## src/design/rgbpwm_pkg.sv

```systemverilog
package rgbpwm_pkg;

  localparam int unsigned DUTY_W = 12;
  localparam int unsigned CHAR_W = 8;
  localparam int unsigned ACCUM_W = 7;
  localparam int unsigned COLOUR_W = 3;

  localparam logic [DUTY_W-1:0] DUTY_MAX = 12'd4095;
  localparam logic [DUTY_W-1:0] FADE_STEP_RESET = 12'd15;
  localparam logic [ACCUM_W-1:0] ACCUM_SAT = 7'd100;
  localparam logic [ACCUM_W-1:0] PCT_MAX = 7'd99;
  localparam logic [COLOUR_W-1:0] COLOUR_LAST = 3'd6;

  // duty = floor(v * 4095 / 99) = (v * SCALE_MULT) >> SCALE_SHIFT for v <= 99
  localparam int unsigned SCALE_SHIFT = 25;
  localparam int unsigned SCALE_PROD_W = 38;
  localparam logic [SCALE_PROD_W-1:0] SCALE_MULT = 38'd1387934730;

  localparam logic [CHAR_W-1:0] CH_LF = 8'h0A;
  localparam logic [CHAR_W-1:0] CH_CR = 8'h0D;
  localparam logic [CHAR_W-1:0] CH_SPACE = 8'h20;
  localparam logic [CHAR_W-1:0] CH_TAB = 8'h09;
  localparam logic [CHAR_W-1:0] CH_VT = 8'h0B;
  localparam logic [CHAR_W-1:0] CH_FF = 8'h0C;
  localparam logic [CHAR_W-1:0] CH_PLUS = 8'h2B;
  localparam logic [CHAR_W-1:0] CH_MINUS = 8'h2D;
  localparam logic [CHAR_W-1:0] CH_ZERO = 8'h30;
  localparam logic [CHAR_W-1:0] CH_NINE = 8'h39;
  localparam logic [CHAR_W-1:0] CH_D_UP = 8'h44;
  localparam logic [CHAR_W-1:0] CH_D_LO = 8'h64;
  localparam logic [CHAR_W-1:0] CH_R_UP = 8'h52;
  localparam logic [CHAR_W-1:0] CH_R_LO = 8'h72;
  localparam logic [CHAR_W-1:0] CH_G_UP = 8'h47;
  localparam logic [CHAR_W-1:0] CH_G_LO = 8'h67;
  localparam logic [CHAR_W-1:0] CH_B_UP = 8'h42;
  localparam logic [CHAR_W-1:0] CH_B_LO = 8'h62;

  typedef enum logic [1:0] {
    PH_BLANK  = 2'd0,
    PH_SIGN   = 2'd1,
    PH_DIGITS = 2'd2,
    PH_DONE   = 2'd3
  } phase_e;

  // bit 0 red, bit 1 green, bit 2 blue
  function automatic logic [2:0] colour_mask(input logic [COLOUR_W-1:0] idx);
    logic [2:0] mask;
    unique case (idx)
      3'd0:    mask = 3'd1;
      3'd1:    mask = 3'd2;
      3'd2:    mask = 3'd4;
      3'd3:    mask = 3'd3;
      3'd4:    mask = 3'd6;
      3'd5:    mask = 3'd5;
      default: mask = 3'd7;
    endcase
    return mask;
  endfunction

endpackage

```

## src/design/rgb_pwm_command_and_fade.sv

```systemverilog
// Data path: the input register feeds the duty/result register, which drives the outputs.
// Throughput: one item per cycle while the result is not stalled; the input register and
//   the duty/result register form two stages. While the result is stalled the input
//   register takes one more transfer, then the input stalls.
// Reset (rst_ni low, asynchronous): empty pipeline, duties zero, demo off,
//   empty line, intensity zero ramping up, fade_step 15.
module rgb_pwm_command_and_fade
  import rgbpwm_pkg::*;
#(
  parameter int unsigned LINE_DEPTH = 10
) (
  input  logic              clk_i,
  input  logic              rst_ni,
  input  logic              fade_step_we_i,
  input  logic [DUTY_W-1:0] fade_step_i,
  input  logic              in_valid_i,
  output logic              in_stall_o,
  input  logic              action_i,
  input  logic [CHAR_W-1:0] rx_byte_i,
  output logic              out_valid_o,
  input  logic              out_stall_i,
  output logic [DUTY_W-1:0] duty_red_o,
  output logic [DUTY_W-1:0] duty_green_o,
  output logic [DUTY_W-1:0] duty_blue_o,
  output logic              demo_active_o
);

  localparam int unsigned CNT_W = $clog2(LINE_DEPTH);
  localparam logic [CNT_W-1:0] CNT_LAST = CNT_W'(LINE_DEPTH - 1);
  localparam logic [CNT_W-1:0] CNT_MIN_CHAN = CNT_W'(3);

  logic                in_valid_q, in_valid_d;
  logic                action_q;
  logic [CHAR_W-1:0]   byte_q;
  logic                out_valid_q, out_valid_d;
  logic [DUTY_W-1:0]   fade_step_q;

  logic [CNT_W-1:0]    line_cnt_q, line_cnt_d;
  logic [CHAR_W-1:0]   first_char_q, first_char_d;
  phase_e              phase_q, phase_d;
  logic                neg_q, neg_d;
  logic [ACCUM_W-1:0]  accum_q, accum_d;
  logic                demo_q, demo_d;
  logic [DUTY_W-1:0]   intensity_q, intensity_d;
  logic                rising_q, rising_d;
  logic [COLOUR_W-1:0] colour_q, colour_d;
  logic [DUTY_W-1:0]   duty_r_q, duty_r_d;
  logic [DUTY_W-1:0]   duty_g_q, duty_g_d;
  logic [DUTY_W-1:0]   duty_b_q, duty_b_d;

  logic                advance;
  logic                in_load;
  logic                is_digit, is_blank, is_eol;
  logic [9:0]          accum_next;
  logic [ACCUM_W-1:0]  pct;
  logic [SCALE_PROD_W-1:0] scale_prod;
  logic [DUTY_W-1:0]   ccr;
  logic [DUTY_W:0]     ramp_sum;
  logic [2:0]          mask;

  assign advance    = in_valid_q && (!out_valid_q || !out_stall_i);
  assign in_stall_o = in_valid_q && !advance;
  assign in_load    = in_valid_i && !in_stall_o;

  assign is_eol   = (byte_q == CH_LF) || (byte_q == CH_CR);
  assign is_digit = (byte_q >= CH_ZERO) && (byte_q <= CH_NINE);
  assign is_blank = (byte_q == CH_SPACE) || (byte_q == CH_TAB) ||
                    (byte_q == CH_VT) || (byte_q == CH_FF);

  assign accum_next = ({3'b0, accum_q} << 3) + ({3'b0, accum_q} << 1) +
                      10'(byte_q - CH_ZERO);

  assign pct        = neg_q ? '0 : ((accum_q > PCT_MAX) ? PCT_MAX : accum_q);
  assign scale_prod = SCALE_PROD_W'(pct) * SCALE_MULT;
  assign ccr        = scale_prod[SCALE_SHIFT +: DUTY_W];

  assign ramp_sum = {1'b0, intensity_q} + {1'b0, fade_step_q};
  assign mask     = colour_mask(colour_q);

  always_comb begin
    in_valid_d   = in_load || (in_valid_q && !advance);
    out_valid_d  = advance || (out_valid_q && out_stall_i);
    line_cnt_d   = line_cnt_q;
    first_char_d = first_char_q;
    phase_d      = phase_q;
    neg_d        = neg_q;
    accum_d      = accum_q;
    demo_d       = demo_q;
    intensity_d  = intensity_q;
    rising_d     = rising_q;
    colour_d     = colour_q;
    duty_r_d     = duty_r_q;
    duty_g_d     = duty_g_q;
    duty_b_d     = duty_b_q;

    if (advance) begin
      if (action_q) begin
        if (demo_q) begin
          duty_r_d = mask[0] ? intensity_q : '0;
          duty_g_d = mask[1] ? intensity_q : '0;
          duty_b_d = mask[2] ? intensity_q : '0;
          if (rising_q) begin
            if (ramp_sum >= {1'b0, DUTY_MAX}) begin
              intensity_d = DUTY_MAX;
              rising_d    = 1'b0;
            end else begin
              intensity_d = ramp_sum[DUTY_W-1:0];
            end
          end else if (intensity_q >= fade_step_q) begin
            intensity_d = intensity_q - fade_step_q;
          end else begin
            intensity_d = '0;
            rising_d    = 1'b1;
            colour_d    = (colour_q == COLOUR_LAST) ? '0 : colour_q + 1'b1;
          end
        end
      end else if (is_eol) begin
        if (line_cnt_q != '0) begin
          if (first_char_q == CH_D_LO || first_char_q == CH_D_UP) begin
            demo_d = !demo_q;
            if (demo_q) begin
              duty_r_d = '0;
              duty_g_d = '0;
              duty_b_d = '0;
            end
          end else if (!demo_q && line_cnt_q >= CNT_MIN_CHAN) begin
            if (first_char_q == CH_R_LO || first_char_q == CH_R_UP) begin
              duty_r_d = ccr;
            end else if (first_char_q == CH_G_LO || first_char_q == CH_G_UP) begin
              duty_g_d = ccr;
            end else if (first_char_q == CH_B_LO || first_char_q == CH_B_UP) begin
              duty_b_d = ccr;
            end
          end
          line_cnt_d = '0;
          phase_d    = PH_BLANK;
          neg_d      = 1'b0;
          accum_d    = '0;
        end
      end else if (line_cnt_q < CNT_LAST) begin
        line_cnt_d = line_cnt_q + 1'b1;
        if (line_cnt_q == '0) begin
          first_char_d = byte_q;
          phase_d      = PH_BLANK;
          neg_d        = 1'b0;
          accum_d      = '0;
        end else if (phase_q == PH_BLANK && is_blank) begin
          phase_d = PH_BLANK;
        end else if (phase_q == PH_BLANK &&
                     (byte_q == CH_PLUS || byte_q == CH_MINUS)) begin
          neg_d   = (byte_q == CH_MINUS);
          phase_d = PH_SIGN;
        end else if (phase_q != PH_DONE) begin
          if (is_digit) begin
            accum_d = (accum_next > 10'(ACCUM_SAT)) ? ACCUM_SAT : accum_next[ACCUM_W-1:0];
            phase_d = PH_DIGITS;
          end else begin
            phase_d = PH_DONE;
          end
        end
      end
    end
  end

  always_ff @(posedge clk_i or negedge rst_ni) begin
    if (!rst_ni) begin
      in_valid_q   <= 1'b0;
      out_valid_q  <= 1'b0;
      fade_step_q  <= FADE_STEP_RESET;
      line_cnt_q   <= '0;
      first_char_q <= '0;
      phase_q      <= PH_BLANK;
      neg_q        <= 1'b0;
      accum_q      <= '0;
      demo_q       <= 1'b0;
      intensity_q  <= '0;
      rising_q     <= 1'b1;
      colour_q     <= '0;
      duty_r_q     <= '0;
      duty_g_q     <= '0;
      duty_b_q     <= '0;
    end else begin
      in_valid_q   <= in_valid_d;
      out_valid_q  <= out_valid_d;
      if (fade_step_we_i) begin
        fade_step_q <= fade_step_i;
      end
      line_cnt_q   <= line_cnt_d;
      first_char_q <= first_char_d;
      phase_q      <= phase_d;
      neg_q        <= neg_d;
      accum_q      <= accum_d;
      demo_q       <= demo_d;
      intensity_q  <= intensity_d;
      rising_q     <= rising_d;
      colour_q     <= colour_d;
      duty_r_q     <= duty_r_d;
      duty_g_q     <= duty_g_d;
      duty_b_q     <= duty_b_d;
    end
  end

  always_ff @(posedge clk_i) begin
    if (in_load) begin
      action_q <= action_i;
      byte_q   <= rx_byte_i;
    end
  end

  assign out_valid_o   = out_valid_q;
  assign duty_red_o    = duty_r_q;
  assign duty_green_o  = duty_g_q;
  assign duty_blue_o   = duty_b_q;
  assign demo_active_o = demo_q;

`ifndef SYNTHESIS
  a_line_cnt_bound: assert property (@(posedge clk_i) disable iff (!rst_ni)
    line_cnt_q <= CNT_LAST)
    else $error("line count past line depth");

  a_colour_bound: assert property (@(posedge clk_i) disable iff (!rst_ni)
    colour_q <= COLOUR_LAST)
    else $error("colour index out of range");

  a_demo_exit_zero: assert property (@(posedge clk_i) disable iff (!rst_ni)
    $fell(demo_q) |-> (duty_r_q == '0 && duty_g_q == '0 && duty_b_q == '0))
    else $error("duties not cleared on leaving demo");

  a_state_hold: assert property (@(posedge clk_i) disable iff (!rst_ni)
    !advance |=> ($stable(duty_r_q) && $stable(demo_q) && $stable(line_cnt_q)))
    else $error("state changed without a transfer");
`endif

endmodule
```

## config.mk

```make
export PLATFORM = sky130hd
export DESIGN_NAME = rgb_pwm_command_and_fade
export DESIGN_NICKNAME = d
export VERILOG_FILES = /design/src/design/rgbpwm_pkg.sv /design/src/design/rgb_pwm_command_and_fade.sv
export SDC_FILE = /design/constraint.sdc
export NUM_CORES = 1
export LEC_CHECK = 0
export BUFFER_PORTS_ARGS = -buffer_cell sky130_fd_sc_hd__buf_2
export CAP_MARGIN = 20
export CORE_MARGIN = 1.5
export CORE_UTILIZATION = 50
export DETAILED_ROUTE_END_ITERATION = 12
export PLACE_DENSITY = 0.68
export SLEW_MARGIN = 20
export SYNTH_ARGS = -nofsm -noshare
export SYNTH_HDL_FRONTEND = slang
export SYNTH_SLANG_ARGS = --single-unit
```

## constraint.sdc

```tcl
create_clock -name clk_i -period 12.24 [get_ports clk_i]
set_clock_uncertainty 0.15 [all_clocks]
set_input_delay 0.612 -clock clk_i [delete_from_list [all_inputs] [get_ports clk_i]]
set_output_delay 0.612 -clock clk_i [all_outputs]
set_load 0.02 [all_outputs]
```

=== After elaboration in Yosys (flattened, before gate mapping) ===
Index checks and enable logic that the tools add are counted.

* Bits of input ports: 26
* Word-level logic and storage cells: 182
* Register bits after elaboration: 98

* Bitwise logic cells: 4
* $add $sub $neg: 7
* Reductions and logical operators: 51
* $mul: 1
* Eq/ne operators: 30
* $lt $le $gt $ge: 8
* Muxes and demuxes: 64

{| class="wikitable"
|+ Operator list
! operator !! count
|-
| $mux W12 || 31
|-
| $mux W7 || 11
|-
| $eq A8 B7 Y1 const B || 8
|-
| $eq A8 B4 Y1 const B || 5
|-
| $mul A7 B30 Y36 const B || 1
|-
| $eq A8 B6 Y1 const B || 3
|-
| $reduce_bool A3 Y1 || 7
|-
| $reduce_and A5 Y1 || 4
|-
| $pmux W3 S6 || 1
|-
| $reduce_and A8 Y1 || 2
|-
| $mux W2 || 7
|-
| $add A12 B12 Y13 || 1
|-
| $ge A13 B12 Y1 const B || 1
|-
| $ge A12 B12 Y1 || 1
|-
| $logic_or A1 B1 Y1 || 12
|-
| $mux W4 || 3
|-
| $ne A3 B3 Y1 const B || 4
|-
| $sub A12 B12 Y12 || 1
|-
| $add A10 B10 Y10 || 1
|-
| $add A10 B8 Y10 || 1
|-
| $gt A10 B7 Y1 const B || 1
|-
| $mux W1 || 10
|-
| $eq A3 B3 Y1 const B || 3
|-
| $reduce_and A9 Y1 || 1
|-
| other kinds (26) || 45
|}

=== Depth between registers and ports, before layout ===
Gate-level depths: netlist of the first run.

* Depth in word-level cells: 12
* Mapped depth: 20
* Mapped depth without buffers: 20

=== Least setup slack after synthesis of the first run ===
Ideal clock, no wire load.

* Path type: flip-flop to flip-flop
* From: reg accum_q[3]
* To: reg duty_b_q[11], in the netlist duty_blue_o[11]
* Library setup time: 0.121 ns
* Buffers on the path: 0
* Setup slack: 7.065 ns
* Arrival time: 4.903 ns
* Period minus slack after synthesis: 5.175 ns
* Cell stages (with the launch flop): 19
* Cell sequence: dfrtp_1 > inv_1 > a31oi_1 > nor3_1 > ha_1 > inv_1 > fa_1 > fa_1 > inv_1 > ha_1 > ha_1 > a21oi_1 > nand2_1 > o211ai_2 > a41oi_2 > or4_1 > a311oi_1 > nor3_2 > o22a_1

* Word-level cells in the longest chain between the ends: 12

{| class="wikitable"
|+ Ends and longest elaborated chain
! element !! RTL line !! source
|-
| start, declared || rgb_pwm_command_and_fade.sv:42 || <nowiki>logic [ACCUM_W-1:0] accum_q, accum_d;</nowiki>
|-
| start signal, assigned || rgb_pwm_command_and_fade.sv:192 || <nowiki>accum_q <= accum_d;</nowiki>
|-
| $gt A7 B7 Y1 || rgb_pwm_command_and_fade.sv:73 || <nowiki>assign pct = neg_q ? '0 : ((accum_q > PCT_MAX) ? PCT_MAX : accum_q);</nowiki>
|-
| $mux W7 (*) (2 in series) || rgb_pwm_command_and_fade.sv:73 ||
|-
| $mul A7 B30 Y36 (*) || rgb_pwm_command_and_fade.sv:74 || <nowiki>assign scale_prod = SCALE_PROD_W'(pct) * SCALE_MULT;</nowiki>
|-
| $mux W12 (*) || rgb_pwm_command_and_fade.sv:131 || <nowiki>end else if (first_char_q == CH_B_LO || first_char_q == CH_B_UP) begin</nowiki>
|-
| $mux W12 (*) || rgb_pwm_command_and_fade.sv:129 || <nowiki>end else if (first_char_q == CH_G_LO || first_char_q == CH_G_UP) begin</nowiki>
|-
| $mux W12 (*) || rgb_pwm_command_and_fade.sv:127 || <nowiki>if (first_char_q == CH_R_LO || first_char_q == CH_R_UP) begin</nowiki>
|-
| $mux W12 (*) || rgb_pwm_command_and_fade.sv:126 || <nowiki>end else if (!demo_q && line_cnt_q >= CNT_MIN_CHAN) begin</nowiki>
|-
| $mux W12 (*) || rgb_pwm_command_and_fade.sv:119 || <nowiki>if (first_char_q == CH_D_LO || first_char_q == CH_D_UP) begin</nowiki>
|-
| $mux W12 (*) || rgb_pwm_command_and_fade.sv:118 || <nowiki>if (line_cnt_q != '0) begin</nowiki>
|-
| $mux W12 (*) || rgb_pwm_command_and_fade.sv:117 || <nowiki>end else if (is_eol) begin</nowiki>
|-
| $mux W12 (*) || rgb_pwm_command_and_fade.sv:97 || <nowiki>if (action_q) begin</nowiki>
|-
| end signal, assigned || rgb_pwm_command_and_fade.sv:199 || <nowiki>duty_b_q <= duty_b_d;</nowiki>
|-
| end, declared || rgb_pwm_command_and_fade.sv:49 || <nowiki>logic [DUTY_W-1:0] duty_b_q, duty_b_d;</nowiki>
|}

Every way passes the cells marked *; elsewhere a longest branch is shown, timed or not. The select of a mux whose other input is x is not followed.
A chain may end at the register's enable or synchronous reset.

=== Worst setup path after layout of the first run ===
* From: reg accum_q[4]
* To: reg duty_g_q[11], in the netlist duty_green_o[11]

* Word-level cells in the longest chain between the ends: 11

{| class="wikitable"
|+ Ends and longest elaborated chain
! element !! RTL line !! source
|-
| $gt A7 B7 Y1 || rgb_pwm_command_and_fade.sv:73 ||
|-
| $mux W7 (*) (2 in series) || rgb_pwm_command_and_fade.sv:73 ||
|-
| $mul A7 B30 Y36 (*) || rgb_pwm_command_and_fade.sv:74 ||
|-
| $mux W12 (*) || rgb_pwm_command_and_fade.sv:129 ||
|-
| $mux W12 (*) || rgb_pwm_command_and_fade.sv:127 ||
|-
| $mux W12 (*) || rgb_pwm_command_and_fade.sv:126 ||
|-
| $mux W12 (*) || rgb_pwm_command_and_fade.sv:119 ||
|-
| $mux W12 (*) || rgb_pwm_command_and_fade.sv:118 ||
|-
| $mux W12 (*) || rgb_pwm_command_and_fade.sv:117 ||
|-
| $mux W12 (*) || rgb_pwm_command_and_fade.sv:97 ||
|-
| end signal, assigned || rgb_pwm_command_and_fade.sv:198 || <nowiki>duty_g_q <= duty_g_d;</nowiki>
|-
| end, declared || rgb_pwm_command_and_fade.sv:48 || <nowiki>logic [DUTY_W-1:0] duty_g_q, duty_g_d;</nowiki>
|}

Marked as above.

==> run metrics, run 1 <==
fraction of final layout cells with drive strength greater than 1=12.50%; deepest clock path buffer count=2; antenna violations before repair=0; setup repair after global routing missed its margin=false; final-layout setup total negative slack=0 ns; wire length per cell=16.19 um; count of buffers from port buffering=64; clk root buf=sky130_fd_sc_hd__clkbuf_16; Antenna Cells=0; element type at the critical path end=flip-flop; critical-path cell with the highest stage delay=sky130_fd_sc_hd__nor3_1; count of unresolved DRC violations after routing=0; area of the core=16580 um^2; CTS tree=yes; count of boundary I/O pins=65; sequential share of power=30.4%; Post-CTS Resized=0; count of final hold-check violations=0; horizontal die dimension=133.4 um; number of flops mapped to enable cells by yosys=9; # setup viols final=0; aggregate routed wire length=19.75 mm; HPWL after detailed placement=15.40 mm; clock tree sinks=97; worst endpoint data arrival time=5.80 ns; P_leak=4.596 nW; starting density of the core=51.25%; commonest cells after routing, fill and taps aside=sky130_fd_sc_hd__ha_1 (115), sky130_fd_sc_hd__inv_1 (112), sky130_fd_sc_hd__dfrtp_1 (83); clock-pin slew of the registers on the worst-case setup and hold paths=0.08 ns; Avg Synthesized Cell Area=8.937 um^2; Worst Hold Class=primary input to flip-flop; instance count of the mapped netlist=951; number of max-capacitance violations reported=0; commonest non-fill, non-tap cell in the layout=sky130_fd_sc_hd__ha_1; proportion of power drawn by combinational gates=51.2%; total number of H-tree levels=3; Relative slew margins=33.23%; largest net degree at the start of global routing=66; main flop type after synthesis=sky130_fd_sc_hd__dfrtp_1; via count of the first global-routing pass=6458; critical path required time=12.34 ns; nature of the critical path startpoint=flip-flop; DRT iter0 DRCs=475; worst skew pair latency=0.36 ns; measured slew at the worst slew-check pin=0.9972 ns; worst-path fanout max=6; residual overflow from global routing=0; fin. max-slew vios=0; power share of the clock group=18.4%; FF+latch count, synth=97; area growth from synthesis to layout=9.554%; path type of the worst setup path=flip-flop to flip-flop; Synthesized Nets=1125; synth unique cells=81; post-route antenna net violation count=0; Slowest Stage Delay on Critical Path=0.66 ns; f_max=175.6 MHz; Initial DRT Pass Iterations=5; areal power density over the cells=169.1 nW/um^2; total power draw=1.575 mW; Final #Nets=1169; number of buffers created by CTS=9; warning count from the yosys run=0; status=complete, no violations; Die Outline Area=17790 um^2; routability congestion estimate from global placement=0.8917; NetSw=699.7 uW; global-route wire length before repair=32.61 mm; shortest period the worst path allows=5.694 ns; via count=6894; share of the yosys chip area belonging to registers=29.16%; cell internal power dissipation=875.0 uW; Async SR Flop Fraction=90.72%; Die Ht=133.4 um; worst-path cell chain=inv_1 -> a31oi_1 -> nor3_1 -> ha_1 -> inv_1 -> fa_1 -> fa_1 -> inv_1 -> fa_1 -> ha_1 -> nand4_1 -> a2111oi_0 -> nor2_1 -> a41oi_2 -> o21ai_1 -> a2111oi_2 -> nor3_2 -> o22a_1; switching fraction of total power=44.43%; share of the clock period used by the worst path=46.52%; average vias per placed instance=5.651; total number of placement rows=47; total routing resource utilization after global routing=22.84%; largest vdd supply drop=0.09541 mV; synthesized area=8499 um^2
==> worst paths after layout <==
| path | to | from | slack, ns | depth (start not counted) |
|---|---|---|---|---|
| worst max register to register | duty_green_o[11] | accum_q[4] | 6.55 | 18 |
| worst max-delay path | duty_green_o[11] | accum_q[4] | 6.55 | 18 |
| min in group asynchronous | fade_step_q[5] | rst_ni | 0.53 | 2 |
| max in group asynchronous | accum_q[2] | rst_ni | 10.29 | 3 |
| worst min-delay path | byte_q[6] | rx_byte_i[6] | 0.28 | 1 |
| worst min register to register | first_char_q[6] | first_char_q[6] | 0.36 | 1 |
==> layer usage <==
| layer | share of wire, % | track usage, % |
|---|---|---|
| met1 | 50 | 33.41 |
| met2 | 45 | 35.98 |
| met5 | 0 | 0 |
| met4 | 0.96 | 4.529 |
| met3 | 3.9 | 3.691 |
==> repair_timing <==
item	4_1_cts	5_1_grt
buffers inserted	0	0
hold buffers	1	0
endpoints found under the hold margin	7	0
==> cell families after synthesis <==
group / count (synthesis) / synth area share (%)
and+or+nand+nor: 284 / 16.31
AOI/OAI and AO/OA: 230 / 18.43
buffers and inverters: 151 / 6.919
adders and majority gates: 148 / 24.70
DFF: 97 / 29.16
xor gates and xnor gates: 32 / 3.298
muxes: 9 / 1.178
==> sequential cells by signal, summed over array words and instances (netlist names) <==
name / cells
first_char_q: 7
intensity_q: 12
duty_green_o: 12
line_cnt_q: 4
fade_step_q: 12
in_valid_q: 1
rising_q: 1
duty_blue_o: 12
neg_q: 1
byte_q: 8
accum_q: 7
out_valid_o: 1
demo_active_o: 1
action_q: 1
phase_q: 2
duty_red_o: 12
colour_q: 3
==> power groups by stage <==
stage          Sequential [mW]  Clock [mW]  Combinational, mW
2_1_floorplan            0.537           0              0.523
3_3_place_gp             0.483           0              0.797
3_5_place_dp             0.485           0              0.805
4_1_cts                  0.480       0.296              0.813
5_1_grt                  0.490       0.308              0.912
6_report                 0.479       0.290              0.806
==> worst max-delay path, delay by kind of cell (launching register included) <==
kind / cells / cell delay [ns]
compound gates: 6 / 1.55
fa+ha+maj: 5 / 2.15
buf+inv: 3 / 0.32
flops: 1 / 0.40
simple gates: 4 / 1.04
==> final cells by class <==
cell class | count | area [um^2]
Fill cell | 1557 | 7272
Clock buffer | 9 | 225.2
Timing Repair Buffer | 69 | 362.8
Clock inverter | 7 | 78.83
Tap cell | 220 | 275.3
Sequential cell | 97 | 2479
Inverter | 115 | 431.7
Multi-Input combinational cell | 703 | 5459
==> through the flow <==
step	setup slack [ns]	hold WS (ns)	area [um^2]	std cells	util, %
2_1_floorplan	7.065	0.1664	8499	951	-
3_3_place_gp	6.653	0.3378	8979	1203	54.14
3_5_place_dp	6.535	0.3449	8979	1203	54.14
4_1_cts	6.525	0.2642	9293	1220	56.04
5_1_grt	6.088	0.2604	9311	1220	56.15
6_report	6.546	0.2779	9311	1220	56.15
==> synthesized netlist by cell type, drive strengths merged (5+ instances only) <==
master,number,area [um^2]
xnor2,23,201.4
nor3b,6,45.04
fa,33,660.6
nand2,65,244.0
dfstp,5,131.4
nor3,14,80.08
xor2,9,78.83
o22a,9,78.83
a21oi,49,245.2
or2,6,37.54
o31ai,6,50.05
or3,6,37.54
nand3,55,275.3
o211ai,7,57.55
a21o,12,90.09
o21bai,9,67.56
inv,115,431.7
dfrtp,83,2077
o21ai,51,255.3
ha,115,1439
o221ai,6,52.55
edfxtp,9,270.3
and3,8,55.05
clkbuf,27,102.6
nand2b,13,81.33
mux2,8,90.09
a31oi,37,231.5
nor2,79,304.0
nand4,12,75.07
and2,5,33.78
buf,9,53.80
Note: power is estimated with default switching activity, not from simulation.
==> run 2, diff against run 1 <==
clock period = 5.35 ns   (was 12.24 ns; I/O delays follow)
==> run metrics, run 2 (synthesized netlist as in run 1, its figures left out) <==
count of boundary I/O pins=65 (unchanged); fraction of final layout cells with drive strength greater than 1=14.92% (was 12.50%); starting density of the core=51.25% (unchanged); Relative slew margins=30.59% (was 33.23%); worst skew pair latency=0.36 ns (about the same); f_max=195.8 MHz (was 175.6 MHz); aggregate routed wire length=20.29 mm (was 19.75 mm); number of max-capacitance violations reported=0 (unchanged); commonest cells after routing, fill and taps aside=sky130_fd_sc_hd__ha_1 (114), sky130_fd_sc_hd__inv_1 (108), sky130_fd_sc_hd__dfrtp_1 (83) (was sky130_fd_sc_hd__ha_1 (115), sky130_fd_sc_hd__inv_1 (112), sky130_fd_sc_hd__dfrtp_1 (83)); DRT iter0 DRCs=457 (was 475); HPWL after detailed placement=15.68 mm (was 15.40 mm); clock tree sinks=97 (unchanged); worst-path fanout max=5 (was 6); deepest clock path buffer count=2 (unchanged); via count=7104 (was 6894); shortest period the worst path allows=5.107 ns (was 5.694 ns); fin. max-slew vios=0 (unchanged); status=complete, no violations (unchanged); total routing resource utilization after global routing=23.62% (was 22.84%); nature of the critical path startpoint=flip-flop (unchanged); count of unresolved DRC violations after routing=0 (unchanged); wire length per cell=16.11 um (was 16.19 um); P_leak=4.755 nW (was 4.596 nW); DP Cell Count=1216 (was 1203); count of buffers from port buffering=64 (unchanged); area growth from synthesis to layout=14.37% (was 9.554%); final setup slack of the worst path=0.2425 ns (was 6.546 ns); critical path required time=5.45 ns (was 12.34 ns); total number of placement rows=47 (unchanged); post-route design area=9721 um^2 (was 9311 um^2); share of the core filled with cells in the final layout=58.62% (was 56.15%); commonest non-fill, non-tap cell in the layout=sky130_fd_sc_hd__ha_1 (unchanged); Die Outline Area=17790 um^2 (unchanged); number of cells on the worst hold path=3 (was 1); share of the clock period used by the worst path=95.47% (was 46.52%); R2R depth=20 (was 18); average vias per placed instance=5.643 (was 5.651); total power draw=3.673 mW (was 1.575 mW); filler-free cell count of the finished design=1259 (was 1220); Die Ht=133.4 um (unchanged); number of buffers created by CTS=9 (unchanged); antenna violations before repair=0 (unchanged); element type at the critical path end=flip-flop (unchanged); largest net degree at the start of global routing=59 (was 66); path type of the worst setup path=flip-flop to flip-flop (unchanged); areal power density over the cells=377.8 nW/um^2 (was 169.1 nW/um^2); largest vdd supply drop=0.1752 mV (was 0.09541 mV); area of the core=16580 um^2 (unchanged); residual overflow from global routing=0 (unchanged); Initial DRT Pass Iterations=5 (unchanged); via count of the first global-routing pass=6963 (was 6458); Layout fillers=1509 (was 1557); CTS tree=yes (unchanged); worst endpoint data arrival time=5.21 ns (was 5.80 ns); post-route antenna net violation count=0 (unchanged); Worst Hold Class=primary input to flip-flop (unchanged); clk root buf=sky130_fd_sc_hd__clkbuf_16 (unchanged); Placement Cell Area=9080 um^2 (was 8979 um^2); measured slew at the worst slew-check pin=1.037 ns (was 0.9972 ns); worst-case setup slack after placement=0.006286 ns (was 6.535 ns); total number of H-tree levels=3 (unchanged); count of final hold-check violations=0 (unchanged); global-route wire length before repair=34.12 mm (was 32.61 mm); horizontal die dimension=133.4 um (unchanged); clock-pin slew of the registers on the worst-case setup and hold paths=0.08 ns (about the same); # setup viols final=0 (unchanged); routability congestion estimate from global placement=0.9013 (was 0.8917); FF-to-FF setup slack=0.24 ns (was 6.55 ns); Antenna Cells=0 (unchanged); Final #Nets=1208 (was 1169)
## run 2: cell types whose count changed in the layout (fill, tap and decap cells not counted), moves of 2 or more
cell / previous run / this run
sky130_fd_sc_hd__clkinv_8: 2 / 0
sky130_fd_sc_hd__inv_2: 3 / 6
sky130_fd_sc_hd__clkinvlp_4: 0 / 3
sky130_fd_sc_hd__dlygate4sd3_1: 1 / 23
sky130_fd_sc_hd__inv_1: 112 / 108
sky130_fd_sc_hd__inv_6: 3 / 1
sky130_fd_sc_hd__buf_4: 5 / 21
## run 2: final cells by class
class | instances | area, um^2 | share of cell area, %
clock inverters | 5 | 40.04 | 0.4119
clock buffers | 11 | 242.7 | 2.497
flip-flops and latches | 97 | 2479 | 25.50
repair buffers | 108 | 710.7 | 7.311
multi-input cells | 703 | 5539 | 56.98
inverters | 115 | 434.2 | 4.466
well taps | 220 | 275.3 | 2.832
## run 2: where the power goes
part | switching [mW] | leakage, nW | internal (mW)
combinational | 1.16 | 3.46 | 0.804
sequential | 0.139 | 1.16 | 0.944
clock | 0.298 | 0.128 | 0.331
## run 2: critical path, stage by stage, from the launching register on
cell and delay (ns):
sky130_fd_sc_hd__dfrtp_1 0.40, sky130_fd_sc_hd__nand2_1 0.11, sky130_fd_sc_hd__a31oi_2 0.17, sky130_fd_sc_hd__buf_4 0.15
sky130_fd_sc_hd__nor3_1 0.04, sky130_fd_sc_hd__buf_4 0.17, sky130_fd_sc_hd__ha_1 0.31, sky130_fd_sc_hd__inv_1 0.08
sky130_fd_sc_hd__fa_1 0.45, sky130_fd_sc_hd__fa_1 0.43, sky130_fd_sc_hd__inv_1 0.09, sky130_fd_sc_hd__fa_1 0.45
sky130_fd_sc_hd__ha_4 0.30, sky130_fd_sc_hd__nand4_1 0.17, sky130_fd_sc_hd__a2111oi_2 0.33, sky130_fd_sc_hd__nor2_1 0.10
sky130_fd_sc_hd__a41oi_2 0.29, sky130_fd_sc_hd__o21ai_2 0.16, sky130_fd_sc_hd__a2111oi_4 0.38, sky130_fd_sc_hd__nor3_2 0.09
sky130_fd_sc_hd__o22a_1 0.18
## run 2: path summary, 6_finish.rpt
path	from	endpoint
worst min-delay path	out_stall_i	out_valid_o
max in group asynchronous	rst_ni	intensity_q[0]
worst max register to register	accum_q[6]	duty_green_o[11]
worst max-delay path	accum_q[6]	duty_green_o[11]
worst min register to register	first_char_q[2]	first_char_q[2]
min in group asynchronous	rst_ni	fade_step_q[6]
## run 2: routing by layer
metal | part of all wire [%] | routed length (um) | track usage, % | up-vias
met1 | 48 | 9649 | 33.39 | 3380
met5 | 0 | 0 | 0 | -
met2 | 47 | 9579 | 38.63 | 178
met4 | 1.4 | 287 | 5.676 | 0
li1 | - | - | - | 3522
met3 | 3.8 | 769 | 3.082 | 24
## run 2: metrics by stage
stage	setup TNS [ns]	hold slack, ns
after floorplan	0	-0.1781
final	0	0.02257
after CTS	0	0.008566
after detailed placement	0	0.07568
after global routing	-0.1447	0.05226
after global placement	0	0.07263
## run 2: what timing repair did
item                       CTS  global route
hold buffers                23             0
gates resized for setup      1            18
pin swaps                    0             9
setup endpoints to repair    3            22
buffers inserted             0             3
hold endpoints to repair    52             0
==> run 3, diff against run 2 <==
BUFFER_PORTS_ARGS = unset   (was -buffer_cell sky130_fd_sc_hd__buf_2)
DONT_BUFFER_PORTS = 1   (was unset)
PLACE_DENSITY = unset   (was 0.68)
PLACE_DENSITY_LB_ADDON = 0.1   (was unset)
==> run metrics, run 3 (synthesized netlist as in run 1, its figures left out) <==
share of the clock period used by the worst path=95.56% (was 95.47%); Slowest Stage Delay on Critical Path=0.50 ns (was 0.45 ns); global-route wire length before repair=33.98 mm (was 34.12 mm); total number of placement rows=47 (unchanged); via count=6849 (was 7104); Placement Cell Area=8771 um^2 (was 9080 um^2); logic depth of the worst setup path including buffers=20 (unchanged); worst endpoint data arrival time=5.21 ns (about the same); areal power density over the cells=378.5 nW/um^2 (was 377.8 nW/um^2); largest net degree at the start of global routing=89 (was 59); wire length per cell=17.07 um (was 16.11 um); critical path required time=5.44 ns (was 5.45 ns); R2R depth=20 (unchanged); total routing resource utilization after global routing=24.00% (was 23.62%); clock tree sinks=97 (unchanged); share of the core filled with cells in the final layout=57.27% (was 58.62%); post-route design area=9497 um^2 (was 9721 um^2); Antenna Cells=0 (unchanged); element type at the critical path end=flip-flop (unchanged); Worst setup startpoint=accum_q[6] (unchanged); residual overflow from global routing=0 (unchanged); worst-case setup slack after placement=-0.02749 ns (was 0.006286 ns); CTS tree=yes (unchanged); starting density of the core=51.25% (unchanged); final setup slack of the worst path=0.2375 ns (was 0.2425 ns); count of buffers from port buffering=0 (was 64); worst flop-to-flop path endpoint=duty_blue_o[11] (was duty_green_o[11]); commonest cells after routing, fill and taps aside=sky130_fd_sc_hd__ha_1 (113), sky130_fd_sc_hd__inv_1 (110), sky130_fd_sc_hd__dfrtp_1 (83) (was sky130_fd_sc_hd__ha_1 (114), sky130_fd_sc_hd__inv_1 (108), sky130_fd_sc_hd__dfrtp_1 (83)); nature of the critical path startpoint=flip-flop (unchanged); routability congestion estimate from global placement=0.8447 (was 0.9013); Final #Nets=1152 (was 1208); number of buffers created by CTS=9 (unchanged); area growth from synthesis to layout=11.73% (was 14.37%); count of buffering cells on the critical path with inverters included=3 (was 4); clock-pin slew of the registers on the worst-case setup and hold paths=0.07 ns (was 0.08 ns); deepest clock path buffer count=2 (unchanged); fin. max-slew vios=0 (unchanged); horizontal die dimension=133.4 um (unchanged); count of unresolved DRC violations after routing=0 (unchanged); antenna violations before repair=1 (was 0); crit-path leading delay family=adder cells (unchanged); Most common cell on crit path=sky130_fd_sc_hd__ha_1 (was sky130_fd_sc_hd__fa_1); count of boundary I/O pins=65 (unchanged); total number of H-tree levels=3 (unchanged); P_leak=4.542 nW (was 4.755 nW); clk root buf=sky130_fd_sc_hd__clkbuf_16 (unchanged); worst-path cell chain=nand2_1 -> a31oi_2 -> nor2_1 -> or2_2 -> inv_4 -> ha_1 -> ha_1 -> ha_1 -> inv_1 -> fa_1 -> inv_1 -> ha_1 -> a21oi_1 -> a31oi_1 -> o211ai_2 -> a41oi_2 -> or4_4 -> a311oi_2 -> nor3_2 -> o22a_1 (was nand2_1 -> a31oi_2 -> buf_4 -> nor3_1 -> buf_4 -> ha_1 -> inv_1 -> fa_1 -> fa_1 -> inv_1 -> fa_1 -> ha_4 -> nand4_1 -> a2111oi_2 -> nor2_1 -> a41oi_2 -> o21ai_2 -> a2111oi_4 -> nor3_2 -> o22a_1); Relative slew margins=28.46% (was 30.59%); # setup viols final=0 (unchanged); fraction of final layout cells with drive strength greater than 1=9.766% (was 14.92%); post-route antenna net violation count=0 (unchanged); status=complete, no violations (unchanged); Die Ht=133.4 um (unchanged); average vias per placed instance=5.693 (was 5.643); worst skew pair latency=0.36 ns (about the same); critical-path cell with the highest stage delay=sky130_fd_sc_hd__fa_1 (unchanged); number of max-capacitance violations reported=0 (unchanged); path type of the worst setup path=flip-flop to flip-flop (unchanged); Worst Hold Class=primary input to flip-flop (unchanged); worst-path fanout max=6 (was 5); f_max=195.6 MHz (was 195.8 MHz); commonest non-fill, non-tap cell in the layout=sky130_fd_sc_hd__ha_1 (unchanged); final-layout setup total negative slack=0 ns (unchanged); total power draw=3.595 mW (was 3.673 mW); HPWL after detailed placement=15.52 mm (was 15.68 mm); reg2reg start=accum_q[6] (unchanged); endpoint of the most critical setup path=duty_blue_o[11] (was duty_green_o[11]); DRT iter0 DRCs=330 (was 457); setup repair after global routing missed its margin=false; area of the core=16580 um^2 (unchanged); measured slew at the worst slew-check pin=1.072 ns (was 1.037 ns); Die Outline Area=17790 um^2 (unchanged); via count of the first global-routing pass=6600 (was 6963); count of final hold-check violations=0 (unchanged); largest vdd supply drop=0.1658 mV (was 0.1752 mV); aggregate routed wire length=20.53 mm (was 20.29 mm); Initial DRT Pass Iterations=5 (unchanged); shortest period the worst path allows=5.112 ns (was 5.107 ns); FF-to-FF setup slack=0.24 ns (about the same)
==> run 3: through the flow <==
| stage | instances | hold slack, ns |
|---|---|---|
| 2_1_floorplan | 951 | -0.1781 |
| 3_3_place_gp | 1154 | -0.1761 |
| 3_5_place_dp | 1154 | -0.1757 |
| 4_1_cts | 1197 | 0.2402 |
| 5_1_grt | 1203 | 0.2625 |
| 6_report | 1203 | 0.2394 |
==> run 3: repair_timing <==
item,in CTS,in global routing
hold buffers,27,0
pin swaps,0,4
gates resized for setup,1,14
endpoints found under the hold margin,111,0
setup buffers,0,5
setup endpoints to repair,3,18
==> run 3: power by group <==
group	internal, mW	switching [mW]	leakage, nW	total (mW)
Clock	0.328	0.325	0.141	0.653
Combinational	0.723	0.955	3.24	1.68
Sequential	0.942	0.320	1.16	1.26
Total	1.99	1.60	4.54	3.59
==> run 3: cell type report <==
type                    instances  area, um^2
repair buffers                 52       475.5
clock inverters                 7       70.07
flip-flops and latches         97        2479
well taps                     220       275.3
clock buffers                   9       225.2
multi-input cells             703        5538
fillers                      1538        7087
inverters                     115       434.2
==> run 3: worst min path at each step <==
stage	startpoint	endpoint	slack [ns]	cells after the start
3_3_place_gp	rst_ni	fade_step_q[6]	-0.18	0
6_report	in_valid_i	action_q	0.24	1
3_5_place_dp	rst_ni	fade_step_q[6]	-0.18	0
2_1_floorplan	rst_ni	accum_q[0]	-0.18	0
4_1_cts	in_valid_i	action_q	0.24	1
5_1_grt	in_valid_i	action_q	0.26	1
==> run 3: per-layer routing <==
| metal | track usage, % | wire length [um] |
|---|---|---|
| met1 | 34.41 | 10060 |
| met2 | 38.17 | 9377 |
| met3 | 4.414 | 884 |
| met4 | 4.831 | 200 |
| met5 | 0 | 12 |
